==> config.mk <==
export PLATFORM = sky130hd
export DESIGN_NAME = hkbd_lane
export DESIGN_NICKNAME = d
export VERILOG_FILES = /design/src/sv/hkbd_pkg.sv /design/src/sv/hkbd_lane.sv
export SDC_FILE = /design/constraint.sdc
export NUM_CORES = 1
export LEC_CHECK = 0
export ABC_AREA = 1
export BUFFER_PORTS_ARGS = -buffer_cell sky130_fd_sc_hd__clkbuf_2
export CAP_MARGIN = 20
export CORE_MARGIN = 3
export CORE_UTILIZATION = 40
export DETAILED_ROUTE_END_ITERATION = 6
export PLACE_DENSITY_LB_ADDON = 0.25
export SLEW_MARGIN = 20
export SYNTH_ARGS = -nofsm -noshare
export SYNTH_HDL_FRONTEND = slang
export SYNTH_SLANG_ARGS = --single-unit
==> constraint.sdc <==
create_clock -name vclk -period 8
set_clock_uncertainty 0.1 [all_clocks]
set_input_delay 2 -clock vclk [all_inputs]
set_output_delay 2 -clock vclk [all_outputs]
set_load 0.02 [all_outputs]
==> src/sv/hkbd_pkg.sv <==
// hkbd_pkg: shared types, constants and the US keymap for the scan assembler
// no dependencies; imported by every module of the block
`timescale 1ns / 1ps
`default_nettype none

package hkbd_pkg;

  localparam int SLOTS        = 6;
  localparam int SLOT_W       = 3;
  localparam int REPORT_BYTES = 8;
  localparam int OUT_LIMIT    = 34;
  localparam int COUNT_W      = 6;

  localparam logic [7:0] SHIFT_MASK   = 8'h02 | 8'h20;
  localparam logic [7:0] KC_ENTER     = 8'h28;
  localparam logic [7:0] KC_BACKSPACE = 8'h2a;

  // input transaction: one keyboard report or a disconnect event
  typedef struct packed {
    logic       mode;
    logic [6:0] report_length;
    logic [7:0] modifiers;
    logic [7:0] key_0;
    logic [7:0] key_1;
    logic [7:0] key_2;
    logic [7:0] key_3;
    logic [7:0] key_4;
    logic [7:0] key_5;
  } hkbd_in_t;

  // output transaction: one character of a completed scan
  typedef struct packed {
    logic [6:0] scan_char;
    logic       scan_last;
  } hkbd_out_t;

  typedef enum logic [1:0] {
    KIND_NONE,
    KIND_CHAR,
    KIND_ENTER,
    KIND_BKSP
  } key_kind_t;

  // what one lane found for its key slot
  typedef struct packed {
    key_kind_t  kind;
    logic [6:0] ch;
  } lane_info_t;

  typedef enum logic [1:0] {
    ST_IDLE,
    ST_SCAN,
    ST_EMIT
  } seq_state_t;

  // US keymap, returns 0 for unmapped codes
  function automatic logic [6:0] us_char(input logic [6:0] code, input logic shift);
    logic [13:0] pair;
    logic [6:0]  ofs;
    begin
      pair = 14'h0;
      ofs  = code - 7'h04;
      if (code >= 7'h04 && code <= 7'h1d) begin
        pair = {7'h61 + ofs, 7'h41 + ofs};
      end else begin
        unique case (code)
          7'h1e:   pair = {7'h31, 7'h21};
          7'h1f:   pair = {7'h32, 7'h40};
          7'h20:   pair = {7'h33, 7'h23};
          7'h21:   pair = {7'h34, 7'h24};
          7'h22:   pair = {7'h35, 7'h25};
          7'h23:   pair = {7'h36, 7'h5e};
          7'h24:   pair = {7'h37, 7'h26};
          7'h25:   pair = {7'h38, 7'h2a};
          7'h26:   pair = {7'h39, 7'h28};
          7'h27:   pair = {7'h30, 7'h29};
          7'h2b:   pair = {7'h09, 7'h09};
          7'h2c:   pair = {7'h20, 7'h20};
          7'h2d:   pair = {7'h2d, 7'h5f};
          7'h2e:   pair = {7'h3d, 7'h2b};
          7'h2f:   pair = {7'h5b, 7'h7b};
          7'h30:   pair = {7'h5d, 7'h7d};
          7'h31:   pair = {7'h5c, 7'h7c};
          7'h32:   pair = {7'h23, 7'h7e};
          7'h33:   pair = {7'h3b, 7'h3a};
          7'h34:   pair = {7'h27, 7'h22};
          7'h35:   pair = {7'h60, 7'h7e};
          7'h36:   pair = {7'h2c, 7'h3c};
          7'h37:   pair = {7'h2e, 7'h3e};
          7'h38:   pair = {7'h2f, 7'h3f};
          default: pair = 14'h0;
        endcase
      end
      us_char = shift ? pair[6:0] : pair[13:7];
    end
  endfunction

endpackage

`default_nettype wire

==> src/sv/hkbd_lane.sv <==
// hkbd_lane: classifies one key slot of a report (new press, kind, mapped char)
// depends on hkbd_pkg for lane_info_t and the keymap function
`timescale 1ns / 1ps
`default_nettype none

module hkbd_lane
  import hkbd_pkg::*;
(
  input  wire logic [7:0]            key,
  input  wire logic                  shift,
  input  wire logic [SLOTS-1:0][7:0] held,
  output lane_info_t                 info
);

  logic       seen;
  logic [6:0] ch;

  // a slot is a press only if its code was absent from the previous report
  always_comb begin
    seen = 1'b0;
    for (int i = 0; i < SLOTS; i++) begin
      if (held[i] == key) seen = 1'b1;
    end
  end

  assign ch = us_char(key[6:0], shift);

  // classify the press
  always_comb begin
    info.ch   = ch;
    info.kind = KIND_NONE;
    if (key != 8'h00 && !seen) begin
      if (key == KC_ENTER) begin
        info.kind = KIND_ENTER;
      end else if (key == KC_BACKSPACE) begin
        info.kind = KIND_BKSP;
      end else if (!key[7] && ch != 7'h00) begin
        info.kind = KIND_CHAR;
      end
    end
  end

endmodule

`default_nettype wire

After elaboration in Yosys (flattened, before gate mapping)

Memory sizes are Yosys's and may differ from the RTL's.
Cells that the tools add are included.
Widths: inputs -> output; s select.

Add/subtract/negate cells: 3
Magnitude comparators: 2
Equal/unequal tests: 8
Multiplexer cells: 13
Reduce and logical (&&, ||, !) cells: 7

Operator list:

| cell                | number |
|---|---|
| $eq 8x8->1          | 6 |
| $mux 14             | 2 |
| $eq 8x6->1 const B  | 2 |
| $add 7x7->7 const A | 2 |
| $reduce_bool 8->1   | 1 |
| $ge 7x3->1 const B  | 1 |
| $le 7x5->1 const B  | 1 |
| $mux 1              | 7 |
| $mux 7              | 1 |
| $reduce_bool 7->1   | 1 |
| $sub 7x3->7 const B | 1 |
| $mux 2              | 3 |
| $logic_and 1x1->1   | 3 |
| $logic_not 1->1     | 2 |

Flip-flop bits (word level): 0
Bits in read-only memories: 896
Bits of input ports: 57
Output and inout port bits: 9
Logic and storage cells: 34
Memories: 1

Memories:

| memory          | depth | bits a word | read ports | clocked after Yosys merged registers in | wr ports | line           | RTL |
|---|---|---|---|---|---|---|---|
| (no name shown) | 64    | 14          | 1          | 0                                       | 0        | hkbd_pkg.sv:66 | `unique case (code)` |

Depth between registers and ports, before layout

Depth in word-level cells: 10
Mapped depth: 17
Depth with buffers taken out: 16

Least setup slack after synthesis

Ideal clock, no wire load.

Path type: input -> output
Start point: in key[3]
End point: out info[7] in the netlist's numbering
Data arrival time: 3.693 ns
Data required time: 5.900 ns
Slack: 2.207 ns
Stages: 15
Path buffers: 2
Cells stage by stage: buf_6 -> inv_4 -> buf_6 -> ha_1 -> xor2_2 -> nand2_2 -> o21ai_1 -> nand2_1 -> nand2_1 -> nand2_1 -> nand2_1 -> nor2_1 -> nand2_1 -> nand2_1 -> a21oi_2

RTL lines:

| element         | line            | RTL |
|---|---|---|
| start, declared | hkbd_lane.sv:9  | `input wire logic [7:0] key,` |
| end, declared   | hkbd_lane.sv:12 | `output lane_info_t info` |

==> flow_metrics.tcl <==
set metrics [dict create \
    io_buffers 66 \
    status "finished, final reports clean" \
    die_w_um 75.6 \
    tightestPinTransition_ns 0.664 \
    placed_cells 453 \
    grt.overflow.total 0 \
    yosys.area_share.simple_pct 51.7 \
    setup_viol 0 \
    min_from "shift" \
    synth_compound_area_share_pct 7.17 \
    start_util_pct 43.0 \
    yosysWarnings 0 \
    final_hold_viol_count 0 \
    detail_route.iter0.violations 175 \
    postCtsSetupRepairBufs 0 \
    first_global_vias 2147 \
    start_kind "primary input" \
    synth.distinct_cells 28 \
    wl_mm 6.36 \
    synth_top_family_by_area "simple AND/OR/NAND/NOR gates" \
    synthCells 349 \
    drive_gt1_share_pct 21.9 \
    cp-startpoint "key[2]" \
    ioPinCount 66 \
    core_area_mm2 0.00450 \
    seq_cell_count 0 \
    cap_viol_max_count 0 \
    finalNonFillerCells 453 \
    fin_area_mm2 0.00221 \
    place.gp.congestion 0.985 \
    dp_slack_ns 1.60 \
    antenna_found_initial 0 \
    slew_viol_final 0 \
    synth_seq_area_share_pct 0 \
    maxSlewHeadroom_pct 55.8 \
    critPathCaptureType "primary output" \
    synth_nets 421 \
    syn_area_mm2 0.00194 \
    netlist_top_cells_count "nand2_1, nand3_1, nor2_1" \
    fin_nets 475 \
    fin_setup_tns_ns 0 \
    crit_type "primary input to primary output" \
    p_per_area_mw_per_mm2 55.9 \
    synthXorXnorAreaFrac_pct 18.9 \
    dr.pass1.iters 4 \
    yosysMostFrequentCell "nand2_1" \
    avgViaCountPerCell 5.31 \
    cts_hold_buf 0 \
    post-dp-hpwl_mm 5.08 \
    synth_top_cell_by_area "nand2_1" \
    grt_pass1_wl_mm 10.2 \
    grt_usage_pct 22.6 \
    hold_class "primary input to primary output" \
    crit_required_ns 5.90 \
    layout.clock_buffers 0 \
    antenna_cells 0 \
    synthAdderAreaFrac_pct 9.68 \
    whs_ns 4.33 \
    antenna_left 0 \
    vdd_ir_drop_max_uv 21.6 \
    fp.dieArea_mm2 0.00572 \
    rsz0062_at_grt "false" \
    fin_crit_ns 6.41 \
    yosys-top-cells-area "nand2_1, xnor2_1, nand3_1" \
    synthMuxAreaShare_pct 0 \
    crit_fanout 24 \
    p_leak_nw 1.20 \
    drc_errors 0 \
    wire_per_inst_um 14.0 \
    cts_resized 0 \
    vias 2406 \
    dieHeight_um 75.6 \
    seqCellArea_um2 0 \
    syn2layout_area_growth_pct 14.3 \
    rows 24 \
    fmax_mhz 156 \
    synth_top_area_share_pct 20.9 \
    fin_ws_ns 1.59 \
    syn_area_per_cell_um2 5.55 \
    worstPathArrival_ns 4.31 \
    place_area_mm2 0.00221 \
    fin_crit_sh_pct 80.2 \
    grt_max_degree 25 \
]
## logic make-up after synthesis
group	count (synthesis)
XOR/XNOR	41
AO/OA/AOI/OAI	27
AND/OR/NAND/NOR	221
adder cells (fa/ha/maj)	15
buffers and inverters	45
## final timing paths
path	endpoint	cells after the start
worst max-delay path	info[7]	15
worst min-delay path	info[6]	4
## where the power goes
part           switching [mW]  internal, mW
registers                   0             0
clock network               0             0
logic                  0.0766        0.0472
## per-stage QoR
step                power [mW]  util (%)
global route             0.138      49.2
finish                   0.124      49.2
global placement         0.122      49.2
CTS                      0.123      49.2
floorplan               0.0866         -
detailed placement       0.123      49.2
## routing by layer
| metal | GRT usage, % | part of all wire [%] | up-vias |
|---|---|---|---|
| li1 | - | - | 1229 |
| met1 | 30.5 | 43 | 1085 |
| met2 | 40.5 | 49 | 86 |
| met3 | 1.32 | 6.8 | 6 |
| met4 | 2.91 | 1.0 | 0 |
| met5 | 0 | 0 | - |
## cell usage in the layout, fill, tap and decap left out, drive strengths merged
master / instances
nand2: 110
clkbuf: 66
nand3: 43
nor2: 35
inv: 31
xnor2: 26
ha: 15
xor2: 15
o21ai: 15
a21oi: 12
nand4: 11
or2: 11
nor3: 10
nor3b: 1
## final cells by class
cell class	count	area, um2
fill	518	2290
inverter	31	124
multi-input combinational	304	1700
tap	52	65.1
timing repair buffer	66	330
## critical path, cell delays in order
cell and delay (ns):
clkbuf_2 0.43, inv_2 0.29, ha_1 0.34, xor2_2 0.18
nand2_2 0.11, inv_1 0.05, o21ai_0 0.13, nand3_1 0.10
nand2_1 0.07, nand2_1 0.06, nor2_1 0.18, nand2_1 0.07
nand2_1 0.07, a21oi_2 0.05, clkbuf_2 0.15
No activity file was read; power rests on OpenSTA's default activity.
