$ cat src/sv/hkbd_pkg.sv
// hkbd_pkg: shared types, constants and the US keymap for the scan assembler
// no dependencies; imported by every module of the block
`timescale 1ns / 1ps
`default_nettype none

package hkbd_pkg;

  localparam int SLOTS        = 6;
  localparam int SLOT_W       = 3;
  localparam int REPORT_BYTES = 8;
  localparam int OUT_LIMIT    = 34;
  localparam int COUNT_W      = 6;

  localparam logic [7:0] SHIFT_MASK   = 8'h02 | 8'h20;
  localparam logic [7:0] KC_ENTER     = 8'h28;
  localparam logic [7:0] KC_BACKSPACE = 8'h2a;

  // input transaction: one keyboard report or a disconnect event
  typedef struct packed {
    logic       mode;
    logic [6:0] report_length;
    logic [7:0] modifiers;
    logic [7:0] key_0;
    logic [7:0] key_1;
    logic [7:0] key_2;
    logic [7:0] key_3;
    logic [7:0] key_4;
    logic [7:0] key_5;
  } hkbd_in_t;

  // output transaction: one character of a completed scan
  typedef struct packed {
    logic [6:0] scan_char;
    logic       scan_last;
  } hkbd_out_t;

  typedef enum logic [1:0] {
    KIND_NONE,
    KIND_CHAR,
    KIND_ENTER,
    KIND_BKSP
  } key_kind_t;

  // what one lane found for its key slot
  typedef struct packed {
    key_kind_t  kind;
    logic [6:0] ch;
  } lane_info_t;

  typedef enum logic [1:0] {
    ST_IDLE,
    ST_SCAN,
    ST_EMIT
  } seq_state_t;

  // US keymap, returns 0 for unmapped codes
  function automatic logic [6:0] us_char(input logic [6:0] code, input logic shift);
    logic [13:0] pair;
    logic [6:0]  ofs;
    begin
      pair = 14'h0;
      ofs  = code - 7'h04;
      if (code >= 7'h04 && code <= 7'h1d) begin
        pair = {7'h61 + ofs, 7'h41 + ofs};
      end else begin
        unique case (code)
          7'h1e:   pair = {7'h31, 7'h21};
          7'h1f:   pair = {7'h32, 7'h40};
          7'h20:   pair = {7'h33, 7'h23};
          7'h21:   pair = {7'h34, 7'h24};
          7'h22:   pair = {7'h35, 7'h25};
          7'h23:   pair = {7'h36, 7'h5e};
          7'h24:   pair = {7'h37, 7'h26};
          7'h25:   pair = {7'h38, 7'h2a};
          7'h26:   pair = {7'h39, 7'h28};
          7'h27:   pair = {7'h30, 7'h29};
          7'h2b:   pair = {7'h09, 7'h09};
          7'h2c:   pair = {7'h20, 7'h20};
          7'h2d:   pair = {7'h2d, 7'h5f};
          7'h2e:   pair = {7'h3d, 7'h2b};
          7'h2f:   pair = {7'h5b, 7'h7b};
          7'h30:   pair = {7'h5d, 7'h7d};
          7'h31:   pair = {7'h5c, 7'h7c};
          7'h32:   pair = {7'h23, 7'h7e};
          7'h33:   pair = {7'h3b, 7'h3a};
          7'h34:   pair = {7'h27, 7'h22};
          7'h35:   pair = {7'h60, 7'h7e};
          7'h36:   pair = {7'h2c, 7'h3c};
          7'h37:   pair = {7'h2e, 7'h3e};
          7'h38:   pair = {7'h2f, 7'h3f};
          default: pair = 14'h0;
        endcase
      end
      us_char = shift ? pair[6:0] : pair[13:7];
    end
  endfunction

endpackage

`default_nettype wire

$ cat src/sv/hkbd_text_buf.sv
// hkbd_text_buf: character buffer, one write port and one registered read port
// imports hkbd_pkg like the other modules; instantiated by the top level
`timescale 1ns / 1ps
`default_nettype none

module hkbd_text_buf
  import hkbd_pkg::*;
#(
  parameter int DEPTH  = 32,
  parameter int ADDR_W = 5
) (
  input  wire logic              clk,
  input  wire logic              wr_en,
  input  wire logic [ADDR_W-1:0] wr_addr,
  input  wire logic [6:0]        wr_data,
  input  wire logic              rd_en,
  input  wire logic [ADDR_W-1:0] rd_addr,
  output logic [6:0]             rd_data
);

  logic [6:0] mem [DEPTH];

  // write port
  always_ff @(posedge clk) begin
    if (wr_en) mem[wr_addr] <= wr_data;
  end

  // registered read, holds while not enabled
  always_ff @(posedge clk) begin
    if (rd_en) rd_data <= mem[rd_addr];
  end

endmodule

`default_nettype wire

$ cat config.mk
export PLATFORM = sky130hd
export DESIGN_NAME = hkbd_text_buf
export DESIGN_NICKNAME = d
export VERILOG_FILES = /design/src/sv/hkbd_pkg.sv /design/src/sv/hkbd_text_buf.sv
export SDC_FILE = /design/constraint.sdc
export NUM_CORES = 1
export LEC_CHECK = 0
export BUFFER_PORTS_ARGS = -buffer_cell sky130_fd_sc_hd__buf_2
export CAP_MARGIN = 25
export CORE_MARGIN = 2
export CORE_UTILIZATION = 50
export CTS_BUF_LIST = sky130_fd_sc_hd__clkbuf_4 sky130_fd_sc_hd__clkbuf_8
export CTS_CLUSTER_DIAMETER = 50
export DETAILED_ROUTE_END_ITERATION = 6
export PLACE_DENSITY = 0.71
export RECOVER_POWER = 50
export SLEW_MARGIN = 20
export SYNTH_ARGS = -nofsm -noshare
export SYNTH_HDL_FRONTEND = slang
export SYNTH_SLANG_ARGS = --single-unit
$ cat constraint.sdc
create_clock -name clk -period 4.4 [get_ports clk]
set_input_delay 0 -clock clk [delete_from_list [all_inputs] [get_ports clk]]
set_output_delay 0 -clock clk [all_outputs]
set_load 0.005 [all_outputs]
# Yosys cells after proc, flatten, opt, wreduce, memory -nomap -nowiden
# Memory sizes are Yosys's and may differ from the RTL's. A register that Yosys moved wholly into a read port is not among the register bits.
# Index checks and enable logic that the tools add are counted.
# word_totals
regBits	0
latch_bits	0
mem_bits_rw	224
rom_bits	0
in_bits	20
output_inout_bits	7
word_cells	3
mem_count	1
# mem_list
name	words	word_bits	read_ports	rd_clocked_by_memory_dff	wr	line_no	rtl
mem	32	7	1	1	1	hkbd_text_buf.sv:21	logic [6:0] mem [DEPTH];
# classes
n_addsub	0
mul	0
div	0
magnitude_cmp	0
eq_ne	0
shift	0
mux	2
bitwise_logic	0
n_reduce_logical	0
# op_table
cell	count
1-bit 2-to-1 mux	2

# Depth between registers and ports, before layout
# depth
ltp_word	2
mapped_depth	5
mapped_depth_nobuf	3

# Worst setup path before layout
# Ideal clock, no wire load.
# synth_path
kind	in2reg
start	in rd_addr[2]
end	reg rd_data[0] (read register of mem) (data pin)
setup_time_ns	0.260
t_arrival_ns	1.701
t_required_ns	4.140
setup_slack_ns	2.440
path_stages	5
n_path_buf	2
cell_sequence	clkbuf_1 -> clkbuf_1 -> mux4_2 -> mux4_2 -> mux2_2
# synth_lines
item	line_no	rtl
start: declaration	hkbd_text_buf.sv:17	input wire logic [ADDR_W-1:0] rd_addr,
end: declaration	hkbd_text_buf.sv:18	output logic [6:0] rd_data

==> reports/summary.txt <==
# rows - 48
Failing checks - max-capacitance violations, max-slew violations
Root buffer cell - clkbuf_8
Syn Area/Cell - 24.1 µm²
Count of cell types in the netlist - 13
Routed Antenna Nets - 0
Post-CTS Setup Bufs - 0
Post-synth ARST share - 0%
Non-filler instance count after layout - 670
Residual DRC - 0
Outcome - finished, violations left
I/O pin count - 27
Mapped cell area - 8900 µm²
Filler instances - 1217
Ant diodes - 0
Layout area overhead - 11.4%
Register bit total from synthesis - 231
Setup-failing EPs final - 0
R2r setup slk - 2470 ps
Reg-to-Reg End - rd_data[0]
R2R depth - 3
Share of cells above drive strength 1 - 34.8%
Clk_lat worst skew - 490 ps
RSZ-0062 raised after global routing - false
Die width - 137 µm
Max Fanout on Critical Path - 37
Clock Tree Buf Depth - 3
Fmax - 0.474 GHz
Drt wl/cell - 25.8 µm
CTS clk-pin slew, worst paths - 60 ps
Total core area - 17400 µm²
Die area - 18900 µm²
Gpl congestion - 0.784
CP Launch Type - input pin
Maximum capacitance violations - 3
Setup crit end kind - register
Port Buffers - 26
Power Density - 436 nW/µm²
Synth top area cells - edfxtp_1, mux4_2, nor2_1
Post-synth EDFFs - 231
Footprint of the multi-input gates - 1860 µm²
Fin crit share - 48.0%
Number of global-route vias before repair - 4005
TritonCTS clock tree - yes
GRT Total Usage - 19.3%
Register Area - 6940 µm²
Final hold vios - 0
Drt via density - 6.02
Initial core utilization - 51.3%
Max IR drop VDD - 180 µV
Antenna violations before repair - 0
Top-count cell post-synth - edfxtp_1
Remaining global-route overflow - 0
Clk sinks - 231
Hold depth - 3
Pins over their slew limit - 66
WP data required - 4630 ps
DRT Pass-1 Iters - 5
Total CTS buffers - 35
Worst Path Arrival - 2340 ps
First-pass GRT wire length - 25500 µm
Hold Path Class - input pin to register
Area leader, netlist - edfxtp_1
Share of the synthesized area in the top cell type - 77.9%
Worst reg2reg path startpoint - mem[13][0]
Die height - 137 µm
Placed insts - 606
Top_reg_cell synth - edfxtp_1
Worst Setup SP - rd_addr[2]
Routed WL - 17300 µm
Crit path to - rd_data[0]
Largest net degree at the start of global routing - 38
Post-synthesis sequential area ratio - 77.9%
Critical path class - input pin to register
Leak pwr - 0.00308 µW
Commonest cells in the netlist - edfxtp_1, mux4_2, nor2_1
Hold_sp - wr_addr[3]
H-tree Lvls - 2
Total chip power - 4330 µW
Syn Inst Count - 370
Setup TNS - 0 ps
Slew Limit Headroom - -2.65%
Syn_nets - 390
Final core occ - 57.2%
Iteration-0 DRC Markers - 531
Yosys warns - 0
# nets final - 440
Via count - 4034
Worst slew pin tran - 1540 ps
Tmin final - 2110 ps
Skew final - 16.5 ps
HPWL after detailed placement - 10700 µm
==> kinds of logic after synthesis <==
| group | count (synthesis) | synth area share [%] |
|---|---|---|
| AND/OR/NAND/NOR | 45 | 2.33 |
| buffers and inverters | 17 | 1.17 |
| flip-flops | 231 | 77.9 |
| multiplexers | 77 | 18.6 |
==> where the power goes <==
| group | internal (µW) | switching, µW | leakage (µW) |
|---|---|---|---|
| registers | 2460 | 8.80 | 0.00209 |
| logic | 96.9 | 124 | 0.000630 |
| clock network | 903 | 739 | 0.000360 |
| total | 3460 | 871 | 0.00308 |
==> worst max-delay path, stage by stage <==
cell and delay, ps:
buf_2 700, buf_4 430, mux4_2 400, mux4_2 490, mux2_2 300
==> state kept, by name, summed over array words and instances (netlist names) <==
register / flops
rd_data: 7
mem: 224
==> how the worst min path moves through the flow <==
stage,end,slack [ps]
2_1_floorplan,mem[0][0],100
3_3_place_gp,rd_data[0],360
3_5_place_dp,rd_data[0],350
4_1_cts,mem[5][3],50
5_1_grt,mem[29][5],220
6_report,mem[28][4],170
==> through the flow <==
step	hold slack (ps)	setup WS, ps	cell area (µm²)
after floorplan	98.9	2440	8900
after global placement	360	1750	9220
after detailed placement	349	1740	9250
after CTS	46.3	2260	9930
after global routing	215	2200	9920
final	175	2290	9920
==> layer usage <==
layer / share of wire [%] / vias to the layer above / GRT usage [%]
li1: - / 1684 / -
met5: 0 / - / 0
met2: 47 / 200 / 29.0
met3: 8.2 / 29 / 3.13
met4: 1.8 / 0 / 5.73
met1: 43 / 2121 / 29.8
==> area by class of cell <==
| type | instances | share of cell area, % |
|---|---|---|
| Clock buffer | 52 | 6.27 |
| Clock inverter | 10 | 0.429 |
| Multi-Input combinational cell | 122 | 18.8 |
| Sequential cell | 231 | 69.9 |
| Tap cell | 225 | 2.84 |
| Timing Repair Buffer | 30 | 1.78 |
==> layout by cell type, fill, tap and decap left out <==
master         instances
edfxtp_1             231
mux4_2                70
clkbuf_8              37
nor2_1                33
buf_2                 16
clkbuf_4              15
clkbuf_1               9
mux2_2                 7
clkinv_1               6
nand3b_1               5
clkinv_2               4
or3b_2                 3
nand3_1                2
dlygate4sd3_1          2
buf_4                  2
nand2_1                1
or3_1                  1
buf_16                 1
==> timing repair <==
action | in CTS | in global routing
setup endpoints to repair | 0 | 0
resized for setup | 0 | 0
hold endpoints to repair | 14 | 0
hold buffers | 2 | 0
Note: power is estimated with default switching activity, not from simulation.
